## config.mk

```make
export PLATFORM = sky130hd
export DESIGN_NAME = bakery_ticket_lock_arbiter_unit
export DESIGN_NICKNAME = d
export VERILOG_FILES = /design/src/rtl/core/btl_pkg.sv /design/src/rtl/core/btl_ticket_mem.sv /design/src/rtl/core/btl_scan.sv /design/src/rtl/core/bakery_ticket_lock_arbiter_unit.sv
export SDC_FILE = /design/constraint.sdc
export NUM_CORES = 1
export LEC_CHECK = 0
export ABC_AREA = 1
export BUFFER_PORTS_ARGS = -buffer_cell sky130_fd_sc_hd__clkbuf_2
export CAP_MARGIN = 5
export CORE_AREA = 5 5 198 200
export CTS_CLUSTER_SIZE = 28
export DETAILED_ROUTE_END_ITERATION = 8
export DIE_AREA = 0 0 203 205
export REMOVE_ABC_BUFFERS = 1
export SYNTH_ARGS = -nofsm -noshare
export SYNTH_HDL_FRONTEND = slang
export SYNTH_SLANG_ARGS = --single-unit
```

## constraint.sdc

```tcl
create_clock -name clk_i -period 5.9 [get_ports clk_i]
set_input_delay 1.18 -clock clk_i [delete_from_list [all_inputs] [get_ports clk_i]]
set_output_delay 1.18 -clock clk_i [all_outputs]
set_load 0.005 [all_outputs]
```

## src/rtl/core/btl_pkg.sv

```systemverilog
// ============================================================================
// btl_pkg: shared types and constants for the bakery ticket lock arbiter
// Status codes, command codes, state encoding and the control structs
// passed between the ticket memory, the scan unit and the top level.
// ============================================================================
`default_nettype none

package btl_pkg;

  // Fixed field widths of the command and result channels
  localparam int unsigned REQ_W     = 4;
  localparam int unsigned OUT_TKT_W = 16;

  // Default configuration
  localparam int unsigned NUM_REQUESTERS_DEF = 16;
  localparam int unsigned TICKET_BITS_DEF    = 16;

  typedef enum logic {
    CMD_ACQUIRE = 1'b0,
    CMD_RELEASE = 1'b1
  } cmd_e;

  typedef enum logic [1:0] {
    STAT_OK       = 2'd0,
    STAT_BUSY     = 2'd1,
    STAT_OVERFLOW = 2'd2
  } status_e;

  typedef enum logic [1:0] {
    S_IDLE,
    S_SCAN,
    S_LAST,
    S_COMMIT
  } state_e;

  // Write-side control of the ticket memory
  typedef struct packed {
    logic set;    // write a new ticket and mark the entry live
    logic clear;  // mark the entry idle
  } wr_ctl_t;

  // Read response qualifiers from the ticket memory
  typedef struct packed {
    logic vld;    // read data is present this cycle
    logic live;   // entry holds a nonzero ticket
  } rd_rsp_t;

  // Scan unit control
  typedef struct packed {
    logic clear;    // restart the reductions
    logic excl_en;  // leave the requester's own entry out of the holder search
  } scan_ctl_t;

endpackage : btl_pkg

`default_nettype wire

```

## src/rtl/core/btl_ticket_mem.sv

```systemverilog
// ============================================================================
// btl_ticket_mem: ticket table storage
// One synchronous RAM of tickets with a registered read, plus one live flag
// per entry in flops. An entry that is not live reads as zero.
// ============================================================================
`default_nettype none

module btl_ticket_mem #(
  parameter int unsigned NUM_REQUESTERS = btl_pkg::NUM_REQUESTERS_DEF,
  parameter int unsigned TICKET_BITS    = btl_pkg::TICKET_BITS_DEF,
  localparam int unsigned IDX_W         = $clog2(NUM_REQUESTERS)
) (
  input  wire logic                   clk_i,
  input  wire logic                   rst_ni,
  // read port
  input  wire logic                   rd_en_i,
  input  wire logic [IDX_W-1:0]       rd_addr_i,
  output      btl_pkg::rd_rsp_t       rd_rsp_o,
  output      logic [IDX_W-1:0]       rd_idx_o,
  output      logic [TICKET_BITS-1:0] rd_data_o,
  // write port
  input  wire btl_pkg::wr_ctl_t       wr_ctl_i,
  input  wire logic [IDX_W-1:0]       wr_addr_i,
  input  wire logic [TICKET_BITS-1:0] wr_data_i
);

  import btl_pkg::*;

  logic [TICKET_BITS-1:0]    mem_q [NUM_REQUESTERS];
  logic [NUM_REQUESTERS-1:0] live_q;
  logic [TICKET_BITS-1:0]    rd_raw_q;
  logic                      rd_live_q;
  logic                      rd_vld_q;
  logic [IDX_W-1:0]          rd_idx_q;

  // RAM write
  always_ff @(posedge clk_i) begin
    if (wr_ctl_i.set) begin
      mem_q[wr_addr_i] <= wr_data_i;
    end
  end

  // RAM read, registered
  always_ff @(posedge clk_i) begin
    if (rd_en_i) begin
      rd_raw_q <= mem_q[rd_addr_i];
    end
  end

  // Live flags: cleared by reset, so the table starts all idle
  always_ff @(posedge clk_i or negedge rst_ni) begin
    if (!rst_ni) begin
      live_q    <= '0;
      rd_live_q <= 1'b0;
      rd_vld_q  <= 1'b0;
      rd_idx_q  <= '0;
    end else begin
      if (wr_ctl_i.set) begin
        live_q[wr_addr_i] <= 1'b1;
      end else if (wr_ctl_i.clear) begin
        live_q[wr_addr_i] <= 1'b0;
      end
      rd_vld_q <= rd_en_i;
      if (rd_en_i) begin
        rd_live_q <= live_q[rd_addr_i];
        rd_idx_q  <= rd_addr_i;
      end
    end
  end

  assign rd_rsp_o.vld  = rd_vld_q;
  assign rd_rsp_o.live = rd_live_q;
  assign rd_idx_o      = rd_idx_q;
  assign rd_data_o     = rd_live_q ? rd_raw_q : '0;

endmodule : btl_ticket_mem

`default_nettype wire

```

## src/rtl/core/btl_scan.sv

```systemverilog
// ============================================================================
// btl_scan: max and min reductions over the ticket table
// Consumes one read response per cycle and keeps the largest ticket, the
// holder (smallest ticket, lowest index first) and whether the commanding
// requester's own entry is live.
// ============================================================================
`default_nettype none

module btl_scan #(
  parameter int unsigned NUM_REQUESTERS = btl_pkg::NUM_REQUESTERS_DEF,
  parameter int unsigned TICKET_BITS    = btl_pkg::TICKET_BITS_DEF,
  localparam int unsigned IDX_W         = $clog2(NUM_REQUESTERS)
) (
  input  wire logic                   clk_i,
  input  wire logic                   rst_ni,
  input  wire btl_pkg::scan_ctl_t     ctl_i,
  input  wire logic [IDX_W-1:0]       req_idx_i,
  input  wire btl_pkg::rd_rsp_t       rd_rsp_i,
  input  wire logic [IDX_W-1:0]       rd_idx_i,
  input  wire logic [TICKET_BITS-1:0] rd_data_i,
  output      logic [TICKET_BITS-1:0] max_o,
  output      logic                   min_found_o,
  output      logic [IDX_W-1:0]       min_idx_o,
  output      logic [TICKET_BITS-1:0] min_tkt_o,
  output      logic                   self_busy_o
);

  import btl_pkg::*;

  logic [TICKET_BITS-1:0] max_q, max_d;
  logic                   found_q, found_d;
  logic [IDX_W-1:0]       idx_q, idx_d;
  logic [TICKET_BITS-1:0] tkt_q, tkt_d;
  logic                   busy_q, busy_d;
  logic                   is_self;
  logic                   take_min;

  // One compare for max, one for min per entry
  always_comb begin
    is_self  = (rd_idx_i == req_idx_i);
    take_min = rd_rsp_i.vld && rd_rsp_i.live && !(ctl_i.excl_en && is_self) &&
               (!found_q || (rd_data_i < tkt_q));
    max_d    = max_q;
    found_d  = found_q;
    idx_d    = idx_q;
    tkt_d    = tkt_q;
    busy_d   = busy_q;
    if (ctl_i.clear) begin
      max_d   = '0;
      found_d = 1'b0;
      idx_d   = '0;
      tkt_d   = '0;
      busy_d  = 1'b0;
    end else if (rd_rsp_i.vld && rd_rsp_i.live) begin
      if (rd_data_i > max_q) begin
        max_d = rd_data_i;
      end
      if (take_min) begin
        found_d = 1'b1;
        idx_d   = rd_idx_i;
        tkt_d   = rd_data_i;
      end
      if (is_self) begin
        busy_d = 1'b1;
      end
    end
  end

  always_ff @(posedge clk_i or negedge rst_ni) begin
    if (!rst_ni) begin
      max_q   <= '0;
      found_q <= 1'b0;
      idx_q   <= '0;
      tkt_q   <= '0;
      busy_q  <= 1'b0;
    end else begin
      max_q   <= max_d;
      found_q <= found_d;
      idx_q   <= idx_d;
      tkt_q   <= tkt_d;
      busy_q  <= busy_d;
    end
  end

  assign max_o       = max_q;
  assign min_found_o = found_q;
  assign min_idx_o   = idx_q;
  assign min_tkt_o   = tkt_q;
  assign self_busy_o = busy_q;

  // The holder's ticket never exceeds the largest ticket seen
  a_min_le_max: assert property (@(posedge clk_i) disable iff (!rst_ni)
    found_q |-> (tkt_q <= max_q))
    else $error("holder ticket above largest ticket");

  // A holder found means a nonzero ticket
  a_min_nonzero: assert property (@(posedge clk_i) disable iff (!rst_ni)
    found_q |-> (tkt_q != '0))
    else $error("holder with zero ticket");

endmodule : btl_scan

`default_nettype wire

```

## src/rtl/core/bakery_ticket_lock_arbiter_unit.sv

```systemverilog
// ============================================================================
// bakery_ticket_lock_arbiter_unit: bakery ticket lock arbiter
// Keeps one ticket per requester in a RAM, hands out max+1 on acquire,
// clears on release and reports the holder with the smallest ticket.
// ============================================================================
//
//  channel | direction | handshake              | payload
//  --------+-----------+------------------------+------------------------------
//  in      | input     | in_valid_i / in_ready_o | command_i, requester_i
//  out     | output    | out_valid_o/out_ready_i | status_o, ticket_given_o,
//          |           |                        | grant_valid_o, grant_holder_o,
//          |           |                        | grant_ticket_o
//
//  Each command makes one RAM read per table entry, then drains the last
//  read and then commits; the single RAM read port sets the length of the
//  scan.
//  Reset clears the per-entry live flags at once; no clearing pass is needed.
//  A new command is taken while the previous result waits on the output; a
//  stalled output holds the commit step and the table write until it drains.
//
`default_nettype none

module bakery_ticket_lock_arbiter_unit #(
  parameter int unsigned NUM_REQUESTERS = btl_pkg::NUM_REQUESTERS_DEF,
  parameter int unsigned TICKET_BITS    = btl_pkg::TICKET_BITS_DEF
) (
  input  wire logic                          clk_i,
  input  wire logic                          rst_ni,
  // command channel
  input  wire logic                          in_valid_i,
  output      logic                          in_ready_o,
  input  wire logic                          command_i,
  input  wire logic [btl_pkg::REQ_W-1:0]     requester_i,
  // result channel
  output      logic                          out_valid_o,
  input  wire logic                          out_ready_i,
  output      logic [1:0]                    status_o,
  output      logic [btl_pkg::OUT_TKT_W-1:0] ticket_given_o,
  output      logic                          grant_valid_o,
  output      logic [btl_pkg::REQ_W-1:0]     grant_holder_o,
  output      logic [btl_pkg::OUT_TKT_W-1:0] grant_ticket_o
);

  import btl_pkg::*;

  localparam int unsigned IDX_W = $clog2(NUM_REQUESTERS);
  localparam logic [IDX_W-1:0] LAST_IDX = IDX_W'(NUM_REQUESTERS - 1);

  state_e                 state_q, state_d;
  cmd_e                   cmd_q;
  logic [REQ_W-1:0]       req_q;
  logic [IDX_W-1:0]       addr_q, addr_d;
  logic [31:0]            req_ext;
  logic [IDX_W-1:0]       req_idx;
  logic                   in_range;
  logic                   in_xfer;
  logic                   load;

  // memory and scan interconnect
  logic                   rd_en;
  rd_rsp_t                rd_rsp;
  logic [IDX_W-1:0]       rd_idx;
  logic [TICKET_BITS-1:0] rd_data;
  wr_ctl_t                wr_ctl;
  scan_ctl_t              scan_ctl;
  logic [TICKET_BITS-1:0] max_tkt;
  logic                   min_found;
  logic [IDX_W-1:0]       min_idx;
  logic [TICKET_BITS-1:0] min_tkt;
  logic                   self_busy;

  // commit results
  logic [TICKET_BITS-1:0] next_tkt;
  logic                   overflow;
  logic                   acq_ok;
  status_e                status_d;
  logic [TICKET_BITS-1:0] given_d;
  logic                   gvalid_d;
  logic [IDX_W-1:0]       gholder_d;
  logic [TICKET_BITS-1:0] gticket_d;

  // output register
  logic                   out_valid_q;
  status_e                status_q;
  logic [OUT_TKT_W-1:0]   given_q;
  logic                   gvalid_q;
  logic [REQ_W-1:0]       gholder_q;
  logic [OUT_TKT_W-1:0]   gticket_q;

  assign in_xfer  = in_valid_i && in_ready_o;
  assign req_ext  = 32'(req_q);
  assign req_idx  = req_ext[IDX_W-1:0];
  assign in_range = (req_ext < 32'(NUM_REQUESTERS));

  // Command capture
  always_ff @(posedge clk_i) begin
    if (in_xfer) begin
      cmd_q <= cmd_e'(command_i);
      req_q <= requester_i;
    end
  end

  // State and address counter
  always_ff @(posedge clk_i or negedge rst_ni) begin
    if (!rst_ni) begin
      state_q <= S_IDLE;
      addr_q  <= '0;
    end else begin
      state_q <= state_d;
      addr_q  <= addr_d;
    end
  end

  // Sequencer: scan all entries, drain, commit
  always_comb begin
    state_d    = state_q;
    addr_d     = addr_q;
    in_ready_o = 1'b0;
    rd_en      = 1'b0;
    unique case (state_q)
      S_IDLE: begin
        in_ready_o = 1'b1;
        addr_d     = '0;
        if (in_valid_i) begin
          state_d = S_SCAN;
        end
      end
      S_SCAN: begin
        rd_en = 1'b1;
        if (addr_q == LAST_IDX) begin
          state_d = S_LAST;
        end else begin
          addr_d = addr_q + 1'b1;
        end
      end
      S_LAST: begin
        state_d = S_COMMIT;
      end
      S_COMMIT: begin
        if (load) begin
          state_d = S_IDLE;
        end
      end
      default: begin
        state_d = S_IDLE;
      end
    endcase
  end

  assign scan_ctl.clear   = in_xfer;
  assign scan_ctl.excl_en = in_range && (cmd_q == CMD_RELEASE);

  btl_ticket_mem #(
    .NUM_REQUESTERS(NUM_REQUESTERS),
    .TICKET_BITS   (TICKET_BITS)
  ) u_mem (
    .clk_i    (clk_i),
    .rst_ni   (rst_ni),
    .rd_en_i  (rd_en),
    .rd_addr_i(addr_q),
    .rd_rsp_o (rd_rsp),
    .rd_idx_o (rd_idx),
    .rd_data_o(rd_data),
    .wr_ctl_i (wr_ctl),
    .wr_addr_i(req_idx),
    .wr_data_i(next_tkt)
  );

  btl_scan #(
    .NUM_REQUESTERS(NUM_REQUESTERS),
    .TICKET_BITS   (TICKET_BITS)
  ) u_scan (
    .clk_i      (clk_i),
    .rst_ni     (rst_ni),
    .ctl_i      (scan_ctl),
    .req_idx_i  (req_idx),
    .rd_rsp_i   (rd_rsp),
    .rd_idx_i   (rd_idx),
    .rd_data_i  (rd_data),
    .max_o      (max_tkt),
    .min_found_o(min_found),
    .min_idx_o  (min_idx),
    .min_tkt_o  (min_tkt),
    .self_busy_o(self_busy)
  );

  // Commit decision: status, new ticket and holder after the command
  always_comb begin
    next_tkt  = max_tkt + 1'b1;
    overflow  = &max_tkt;
    acq_ok    = 1'b0;
    status_d  = STAT_OK;
    given_d   = '0;
    gvalid_d  = min_found;
    gholder_d = min_idx;
    gticket_d = min_tkt;
    if (in_range && (cmd_q == CMD_ACQUIRE)) begin
      if (self_busy) begin
        status_d = STAT_BUSY;
      end else if (overflow) begin
        status_d = STAT_OVERFLOW;
      end else begin
        acq_ok  = 1'b1;
        given_d = next_tkt;
        // new ticket is the largest; it holds only if nobody else does
        if (!min_found) begin
          gvalid_d  = 1'b1;
          gholder_d = req_idx;
          gticket_d = next_tkt;
        end
      end
    end
  end

  assign load         = (state_q == S_COMMIT) && (!out_valid_q || out_ready_i);
  assign wr_ctl.set   = load && acq_ok;
  assign wr_ctl.clear = load && in_range && (cmd_q == CMD_RELEASE);

  // Output register: valid
  always_ff @(posedge clk_i or negedge rst_ni) begin
    if (!rst_ni) begin
      out_valid_q <= 1'b0;
    end else if (load) begin
      out_valid_q <= 1'b1;
    end else if (out_ready_i) begin
      out_valid_q <= 1'b0;
    end
  end

  // Output register: payload, narrowed to port widths
  always_ff @(posedge clk_i) begin
    if (load) begin
      status_q  <= status_d;
      given_q   <= OUT_TKT_W'(32'(given_d));
      gvalid_q  <= gvalid_d;
      gholder_q <= REQ_W'(32'(gholder_d));
      gticket_q <= OUT_TKT_W'(32'(gticket_d));
    end
  end

  assign out_valid_o    = out_valid_q;
  assign status_o       = status_q;
  assign ticket_given_o = given_q;
  assign grant_valid_o  = gvalid_q;
  assign grant_holder_o = gholder_q;
  assign grant_ticket_o = gticket_q;

  // No grant means holder and ticket read zero
  a_idle_grant_zero: assert property (@(posedge clk_i) disable iff (!rst_ni)
    (out_valid_o && !grant_valid_o) |-> (grant_holder_o == '0 && grant_ticket_o == '0))
    else $error("grant fields nonzero without a holder");

  // A rejected command never hands out a ticket
  a_reject_no_ticket: assert property (@(posedge clk_i) disable iff (!rst_ni)
    (out_valid_o && status_o != STAT_OK) |-> (ticket_given_o == '0))
    else $error("ticket given on rejected acquire");

  // A ticket just issued implies someone holds the lock
  a_issue_grants: assert property (@(posedge clk_i) disable iff (!rst_ni)
    (out_valid_o && ticket_given_o != '0) |-> grant_valid_o)
    else $error("ticket issued but no holder reported");

  // The table is written only at commit, never while a scan runs
  a_write_at_commit: assert property (@(posedge clk_i) disable iff (!rst_ni)
    (wr_ctl.set || wr_ctl.clear) |=> (state_q == S_IDLE))
    else $error("table write outside commit");

endmodule : bakery_ticket_lock_arbiter_unit

`default_nettype wire
```

==> results.tsv <==
metric	value	unit
dpl.hpwl	29300	µm
routed_wl	45400	µm
cts_made_buffers	41	
timing.critical_path.arrival	3.92	ns
synth_edf_count	316	
numPortBuffers	49	
slew_viol_final	0	
top_level_ports	50	
rsz0062_at_grt	false	
grt_pass1_wl	68500	µm
powerDensity	478	nW/µm²
crit_type	flop to flop	
drt_iter0_markers	1309	
synthDominantCellAreaShare	57.6	%
hold_viol_final	0	
ctsHoldBuffers	0	
yosysTopAreaCell	edfxtp_1	
status	complete, no violations	
period_needed	3.49	ns
drt_pre_antenna_iters	6	
cts_sinks	383	
yosys_warnings	0	
synth.avg_cell_area	11.2	µm²
yosys-top-cells-count	edfxtp_1 (316), nor2_1 (214), nand2_1 (211)	
grt_pass1_vias	10766	
cts_resized	0	
drive_above_1_share	10.4	%
area_growth	13.1	%
via_per_inst	5.65	
cp_max_fo	20	
instances_no_fill	2012	
drc	0	
ir_worst_vdd	0.256	mV
setup_violations	0	
clockBufferDepth	3	
clockRootBuffer	clkbuf_16	
yosysMostFrequentCell	edfxtp_1	
die_x	203	µm
coreArea	37200	µm²
grt-ovfl-total	0	
ys.flop_type	edfxtp_1	
leakage	7.05	nW
min_path_type	flop to flop	
timing.fmax	286	MHz
setup_tns	0	ns
crit_path_start_kind	flop	
min_period_over_period	59.2	%
cp-end-kind	flop	
netlist_area	16500	µm²
clk_pin_slew	0.06	ns
grt_use_total	21.7	%
grt_max_degree	116	
worst_slew_pin_slew	1.24	ns
maxCapViolations	0	
async_flop_share	17.5	%
relSlewSlack	17.3	%
synth-seq-area-share	67.7	%
start_util	44.3	%
tritoncts	done	
crit_required	6.33	ns
synth_cell_type_count	40	
rows	71	
die_h	205	µm
insertion_delay	0.55	ns
cts_max_level	2	
place_inst	1936	
nNetsFinal	1549	
avgRoutedWirePerCell	22.6	µm
yosys-top-cells-area	edfxtp_1 (58%), dfrtp_1 (10%), nor2_1 (4.9%)	
antenna_found_initial	1	
gp_congestion	0.935	
skew	0.0203	ns
vias	11375	
dieArea	41600	µm²
synthCells	1473	
ant_nets	0	
cts_setup_buffers	0	
ys_seq_elements	383	
[per-layer routing]
layer	GRT usage, %	routed length [µm]	part of all wire [%]	vias up
met2	33.6	20800	46	439
met5	0	0	0	-
met1	31.1	19700	43	5640
met3	4.01	3400	7.5	84
li1	-	-	-	5212
met4	7.20	1530	3.4	0
[placed cells by master (no fill, tap or decap), drive strengths merged]
master	synthesis	final
nand3	116	116
o22ai	46	46
o211ai	10	10
nand3b	1	1
or2	1	1
inv	118	118
and2	1	1
nand4	10	10
o21bai	3	3
ha	35	35
o221ai	25	25
diode	0	1
xor2	11	11
a22o	1	1
a211oi	1	1
bufinv	0	4
o21ai	171	171
nand2	217	217
a21oi	14	14
xnor2	5	5
edfxtp	316	316
o21a	3	3
nor2	216	216
clkbuf	62	101
clkinvlp	0	2
clkinv	4	20
dfrtp	67	67
buf	13	16
nor3	6	6
[worst max-delay path, stage by stage, from the launching register on]
cell and delay (ns):
dfrtp_1 0.78, nand2_1 0.18, inv_1 0.13, ha_1 0.16, nand2_1 0.06, inv_1 0.06, nand3_1 0.11, nor2_1 0.25
o21ai_0 0.15, nand2_1 0.13, nand2_1 0.06, nand2_1 0.43, nand2_1 0.55, nand3_1 0.22, nand2_1 0.07
[through the flow]
step                      power, mW  hold WS (ns)  worst slack (ns)  area, µm²  util, %
after detailed placement       6.35         0.459              2.43      17300     46.4
after floorplan                5.19         0.437             0.652      16200        -
after global routing           9.35         0.493              2.08      18600     50.1
after global placement         6.35         0.453              2.53      17300     46.4
final                          8.91         0.476              2.41      18600     50.1
after CTS                      8.94         0.474              2.41      18600     50.1
[report_power, final]
group / leakage [nW] / switching (mW) / internal [mW] / total (mW)
clock: 0.668 / 1.04 / 1.55 / 2.59
sequential: 3.69 / 0.247 / 3.42 / 3.67
combinational: 2.70 / 1.95 / 0.705 / 2.65
total: 7.05 / 3.24 / 5.67 / 8.91
[final timing paths]
kind                                       from                  to  slack (ns)  cells past startpoint
worst max-delay path            u_mem.rd_live_q    u_scan.max_o[11]        2.41                     14
worst min-delay path                       flop                flop        0.48                      2
worst max register to register  u_mem.rd_live_q    u_scan.max_o[11]        2.41                     14
worst min register to register             flop                flop        0.48                      2
max in group asynchronous                rst_ni           addr_q[0]        4.32                      2
min in group asynchronous                rst_ni  u_scan.min_found_o        0.84                      2
[registers in the layout, summed over array words and instances (netlist names), named ones only]
name,flops
grant_valid_o,1
out_valid_o,1
grant_holder_o,4
u_mem.mem_q,256
u_mem.rd_vld_q,1
u_mem.rd_raw_q,16
u_scan.min_found_o,1
addr_q,4
u_scan.self_busy_o,1
grant_ticket_o,16
u_mem.rd_idx_o,4
u_scan.min_tkt_o,16
state_q,2
u_scan.max_o,16
u_scan.min_idx_o,4
u_mem.rd_live_q,1
ticket_given_o,16
status_o,2
cmd_q,1
req_idx,4
[cells by family (layout without fill, tap and decap cells)]
family,after synthesis,after routing,share of synthesized area (%)
AND/OR/NAND/NOR,568,568,14.5
flip-flops,383,383,67.7
buffers and inverters,197,261,4.75
AO/OA/AOI/OAI,274,274,9.52
other,0,1,0
XOR/XNOR,16,16,0.850
adder cells (fa/ha/maj),35,35,2.66
[final cells by class]
type,count,area (µm²)
Sequential cell,383,11200
Timing Repair Buffer,64,370
Inverter,122,469
Antenna cell,1,2.50
Multi-Input combinational cell,893,4680
Clock inverter,22,220
Tap cell,474,593
Clock buffer,53,1140
Fill cell,3293,18600
Power figures use the tool's default switching activity.
